--- src/hdl/vtb_pkg.sv ---
// Shared widths, register indexes, reset values and types for the vertex
// transform block. No dependencies.
package vtb_pkg;

    // Field widths
    localparam int POS_W    = 32;   // Q16.16 position
    localparam int NRM_W    = 16;   // Q1.14 normal
    localparam int COEF_W   = 16;   // Q3.12 coefficient
    localparam int COEF_FRAC = 12;
    localparam int NUM_AXES = 3;
    localparam int ROW_W    = NUM_AXES * COEF_W;
    localparam int CFG_IDX_W = 3;
    localparam int CFG_DATA_W = ROW_W;

    // Configuration register indexes
    typedef enum logic [CFG_IDX_W-1:0] {
        CFG_LIN_ROW0 = 3'd0,
        CFG_LIN_ROW1 = 3'd1,
        CFG_LIN_ROW2 = 3'd2,
        CFG_TRANS_X  = 3'd3,
        CFG_TRANS_Y  = 3'd4,
        CFG_TRANS_Z  = 3'd5
    } cfg_reg_e;

    // Identity matrix rows after reset
    localparam logic [ROW_W-1:0] LIN_ROW0_RST = 48'h0000_0000_1000;
    localparam logic [ROW_W-1:0] LIN_ROW1_RST = 48'h0000_1000_0000;
    localparam logic [ROW_W-1:0] LIN_ROW2_RST = 48'h1000_0000_0000;

    // Control handed to the bounding box lanes
    typedef struct packed {
        logic update;   // a word moves into the result register
        logic first;    // restart the box at this vertex
    } bnd_ctl_t;

endpackage

--- src/hdl/vtb_bounds.sv ---
// Running axis-aligned bounding box, one min/max lane per axis.
// Uses vtb_pkg for widths and the control struct.
module vtb_bounds (
    input  logic                              aclk,
    input  logic                              aresetn,
    input  vtb_pkg::bnd_ctl_t                 ctl,
    input  logic signed [vtb_pkg::POS_W-1:0]  tp [vtb_pkg::NUM_AXES],
    output logic signed [vtb_pkg::POS_W-1:0]  box_min [vtb_pkg::NUM_AXES],
    output logic signed [vtb_pkg::POS_W-1:0]  box_max [vtb_pkg::NUM_AXES]
);

    logic signed [vtb_pkg::POS_W-1:0] low_reg  [vtb_pkg::NUM_AXES];
    logic signed [vtb_pkg::POS_W-1:0] high_reg [vtb_pkg::NUM_AXES];
    logic signed [vtb_pkg::POS_W-1:0] low_next [vtb_pkg::NUM_AXES];
    logic signed [vtb_pkg::POS_W-1:0] high_next [vtb_pkg::NUM_AXES];

    // Restart or widen each lane
    always_comb begin
        for (int i = 0; i < vtb_pkg::NUM_AXES; i++) begin
            low_next[i]  = low_reg[i];
            high_next[i] = high_reg[i];
            if (ctl.update) begin
                if (ctl.first || tp[i] < low_reg[i]) begin
                    low_next[i] = tp[i];
                end
                if (ctl.first || tp[i] > high_reg[i]) begin
                    high_next[i] = tp[i];
                end
            end
        end
    end

    // Box starts as the point at the origin
    always_ff @(posedge aclk) begin
        if (!aresetn) begin
            for (int i = 0; i < vtb_pkg::NUM_AXES; i++) begin
                low_reg[i]  <= '0;
                high_reg[i] <= '0;
            end
        end else begin
            low_reg  <= low_next;
            high_reg <= high_next;
        end
    end

    assign box_min = low_reg;
    assign box_max = high_reg;

endmodule

--- config.mk ---
export PLATFORM = sky130hd
export DESIGN_NAME = vtb_bounds
export DESIGN_NICKNAME = d
export VERILOG_FILES = /design/src/hdl/vtb_pkg.sv /design/src/hdl/vtb_bounds.sv
export SDC_FILE = /design/constraint.sdc
export NUM_CORES = 1
export LEC_CHECK = 0
export BUFFER_PORTS_ARGS = -buffer_cell sky130_fd_sc_hd__clkbuf_2
export CORE_MARGIN = 2
export CORE_UTILIZATION = 33
export DETAILED_ROUTE_END_ITERATION = 8
export GPL_TIMING_DRIVEN = 0
export SLEW_MARGIN = 20
export SYNTH_ARGS = -nofsm -noshare
export SYNTH_HDL_FRONTEND = slang
export SYNTH_SLANG_ARGS = --single-unit
--- constraint.sdc ---
create_clock -name aclk -period 6.05 [get_ports aclk]
set_input_delay 1.5125 -clock aclk [delete_from_list [all_inputs] [get_ports aclk]]
set_output_delay 1.5125 -clock aclk [all_outputs]
set_load 0.01 [all_outputs]
Yosys cells after proc, flatten, opt, wreduce, memory -nomap -nowiden --
Cells that the tools add are included.
Operators by class: $lt $le $gt $ge 6, reduce and logical (&&, ||, !) cells 12
Operator list (number):
- greater-than comparator 32 bit | 3
- < comparator 32 bit | 3
- AND reduction 2 bit | 6
- logical OR 1 bit | 6
Word-level totals: bits in registers 192, input port bits 100, output and inout port bits 192, logic and storage cells 24

Logic depth before layout (Yosys ltp) --
depth in word-level cells 3, depth in mapped cells 11, mapped depth without buffers 9

Worst setup path before layout --
No wires, ideal clock.
path kind input port to flip-flop, from input port tp[17] (netlist name), to register low_reg (netlist bit box_min[10]), arrival 3334 ps, slack 2645 ps, stages 8, cells stage by stage ha_1 a21oi_1 o21ai_1 a2111oi_1 o21ai_2 a311oi_4 buf_6 mux2i_1
Between the ends: cells in the longest elaborated chain, start to end 3
RTL lines:
- from (decl) | line vtb_bounds.sv:7 | input logic signed [vtb_pkg::POS_W-1:0] tp [vtb_pkg::NUM_AXES],
- < comparator 32 bit | line vtb_bounds.sv:23 | if (ctl.first || tp[i] < low_reg[i]) begin
- logical OR 1 bit | line vtb_bounds.sv:23
- AND reduction 2 bit (no line)
- to (signal assigned) | line vtb_bounds.sv:41 | low_reg <= low_next;
- to (decl) | line vtb_bounds.sv:12 | logic signed [vtb_pkg::POS_W-1:0] low_reg [vtb_pkg::NUM_AXES];
No other way between the ends. A chain may end at the register's enable or synchronous reset.

Worst setup path in the final report --
from input port tp[30] (netlist name), to register high_reg (netlist bit box_max[5])
Between the ends: cells in the longest elaborated chain, start to end 3
RTL lines:
- greater-than comparator 32 bit | line vtb_bounds.sv:26 | if (ctl.first || tp[i] > high_reg[i]) begin
- logical OR 1 bit | line vtb_bounds.sv:26
- AND reduction 2 bit (no line)
- to (signal assigned) | line vtb_bounds.sv:42 | high_reg <= high_next;
- to (decl) | line vtb_bounds.sv:13 | logic signed [vtb_pkg::POS_W-1:0] high_reg [vtb_pkg::NUM_AXES];
No other way between the ends.

==> results.sh <==
export IMPL_hold_violations=0
export IMPL_clk_latency_ns=0.46
export IMPL_ant_nets=0
export IMPL_io_buffer_count=290
export IMPL_synth_seq_area_share_pct=31.77
export IMPL_yosys_top_cells_area="dfxtp_1, ha_1, mux2i_1, nand2_1, inv_1"
export IMPL_met2_length_um=17210
export IMPL_routed_top_layer="met4"
export IMPL_drtPass1Iterations=5
export IMPL_die_h_um=195.5
export IMPL_startpoint_type="input port"
export IMPL_yosysMostFrequentCell="nand2_1"
export IMPL_met3_length_um=2347
export IMPL_viasPerCell=4.935
export IMPL_tightest_slew_ns=0.8474
export IMPL_cp_end_kind="flip-flop"
export IMPL_syn_to_final_growth_pct=21.82
export IMPL_postCtsHoldBufs=0
export IMPL_grt_pass1_vias=10922
export IMPL_clockRootBuffer="clkbuf_16"
export IMPL_drt_total_wl_um=37640
export IMPL_wl_met1_um=17300
export IMPL_grt_max_degree=18
export IMPL_ys_async_sr_fraction_pct=0
export IMPL_syn_nets=1709
export IMPL_maxCapViolations=0
export IMPL_slew_viol_final=0
export IMPL_netlist_area_mm2=0.01210
export IMPL_drive_gt1_share_pct=20.72
export IMPL_status="finished clean"
export IMPL_max_freq_ghz=0.2786
export IMPL_peakVddDrop_mv=0.2009
export IMPL_synth_top_cells_by_count="nand2_1, inv_1, dfxtp_1, mux2i_1, ha_1"
export IMPL_coreArea_mm2=0.03635
export IMPL_die_x_um=195.5
export IMPL_cts_resized=0
export IMPL_finalCritPeriodShare_pct=59.34
export IMPL_worstSetupPathType="input port to flip-flop"
export IMPL_ys_warnings_count=0
export IMPL_p_total_w=0.003574
export IMPL_drt_wirelength_per_cell_um=17.03
export IMPL_synth_edf_count=0
export IMPL_cts_buffer_depth=2
export IMPL_cts_sinks=192
export IMPL_crit_arrival_ns=3.97
export IMPL_leakage_nw=6.906
export IMPL_grt_pass1_wl_um=59930
export IMPL_drc=0
export IMPL_drt_iter0_drc=490
export IMPL_ys_ff_latch=192
export IMPL_grt_overflow=0
export IMPL_required_ns=6.43
export IMPL_regArea_mm2=0.003844
export IMPL_clock_skew_final_ns=0.01309
export IMPL_groute_usage_overall_pct=19.88
export IMPL_dpl_hpwl_um=30210
export IMPL_fin_crit_ns=3.590
export IMPL_totalNegativeSetupSlack_ns=0
export IMPL_synthFlopType="dfxtp_1"
export IMPL_postLayoutCoreUtil_pct=40.55
export IMPL_post_cts_buffers=0
export IMPL_synth_top_area_share_pct=31.77
export IMPL_initial_utilization_pct=33.29
export IMPL_cts_buffers=17
export IMPL_setup_violations_final=0
export IMPL_ys_types=51
export IMPL_antenna_found_initial=0
export IMPL_vias=10907
export IMPL_diodes=0
export IMPL_max_slew_margin_pct=43.51
export IMPL_rsz0062_at_grt="false"
export IMPL_gp_congestion=0.8846
export IMPL_synth_area_per_cell_um2=8.521
export IMPL_dieArea_mm2=0.03822
export IMPL_yosys_area_top_type="dfxtp_1"
export IMPL_syn_inst=1420
export IMPL_rows=70
export IMPL_pin_count=292
export IMPL_cts_max_level=4
export IMPL_cts_tree="yes"
export IMPL_holdCritPathClass="flip-flop to flip-flop"
export IMPL_n_fill_cell=3739
export IMPL_fin_nets=2018
export IMPL_crit_path_max_fanout=10
export IMPL_clk_transition_reported_paths_ns=0.08
export IMPL_multi_input_area_mm2=0.007236
export IMPL_power_density_mw_per_mm2=242.5
[worst paths after layout]
check	from	end	slack, ns	cells past startpoint
setup / recovery	tp[30]	box_max[5]$_SDFFE_PN0P_	2.46	10
setup reg to reg	box_max[31]$_SDFFE_PN0P_	box_max[5]$_SDFFE_PN0P_	3.24	10
hold / removal	box_max[17]$_SDFFE_PN0P_	box_max[17]$_SDFFE_PN0P_	0.48	2
hold reg to reg	box_max[17]$_SDFFE_PN0P_	box_max[17]$_SDFFE_PN0P_	0.48	2
[flip-flops by register name, indices dropped and copies added, names as in the netlist]
signal and flops:
box_min 96, box_max 96
[layer usage]
metal / GRT usage [%] / up-vias
met5: 0 / -
met4: 6.163 / 0
met3: 4.836 / 44
met2: 32.91 / 293
met1: 25.49 / 5142
li1: - / 5428
[power by group]
group          switching (W)  total [W]  internal [W]  leakage (nW)
registers          0.0000879    0.00145       0.00137          1.58
clock network       0.000559    0.00120      0.000642         0.287
logic               0.000535   0.000918      0.000383          5.04
[cell usage in the layout, fill, tap and decap left out, types with 5 or more instances in the layout]
cell type | netlist | layout
inv_6 | 0 | 5
nand2_1 | 336 | 336
clkbuf_1 | 32 | 33
buf_4 | 12 | 12
ha_1 | 189 | 189
mux2i_1 | 192 | 192
nor3_1 | 11 | 11
nand4_1 | 40 | 40
buf_6 | 6 | 6
o21ai_0 | 14 | 14
nor2b_1 | 7 | 7
inv_1 | 193 | 193
dfxtp_1 | 192 | 192
clkbuf_16 | 0 | 17
nor2_1 | 22 | 22
nand3_1 | 16 | 16
clkbuf_2 | 0 | 290
o21ai_1 | 6 | 6
a21o_1 | 12 | 12
a21oi_1 | 77 | 77
[through the flow]
stage                     hold WS [ns]  instance area [um^2]  setup slack [ns]  std cells
after CTS                       0.4771                 14740             2.435       2210
final                           0.4758                 14740             2.460       2210
after detailed placement        0.4634                 14140             1.947       2178
after global routing            0.4884                 14740             2.299       2210
after floorplan                 0.4880                 12100             2.645       1420
after global placement          0.4599                 14140             1.998       2178
[logic make-up after synthesis]
logic type	Yosys count	synth area share, %
AOI/OAI and AO/OA	151	8.324
and+or+nand+nor	451	16.05
adders and majority gates	189	19.54
muxes	192	15.88
buffers and inverters	245	8.438
DFF	192	31.77
[critical path, stage by stage]
cell	delay (ns)
clkbuf_2	0.13
ha_1	0.31
nand4_1	0.25
nor4_2	0.56
o311ai_1	0.22
nand4_1	0.13
and4b_1	0.18
buf_2	0.20
buf_4	0.27
mux2i_1	0.20
[area by class of cell]
cell class | count | share of cell area, %
clock inverter | 12 | 0.9931
inverter | 193 | 4.915
multi-input combinational | 983 | 49.09
timing repair buffer | 290 | 9.846
tap | 468 | 3.972
sequential | 192 | 26.08
buffer | 52 | 2.012
clock buffer | 20 | 3.098
No activity file was read; power rests on OpenSTA's default activity.
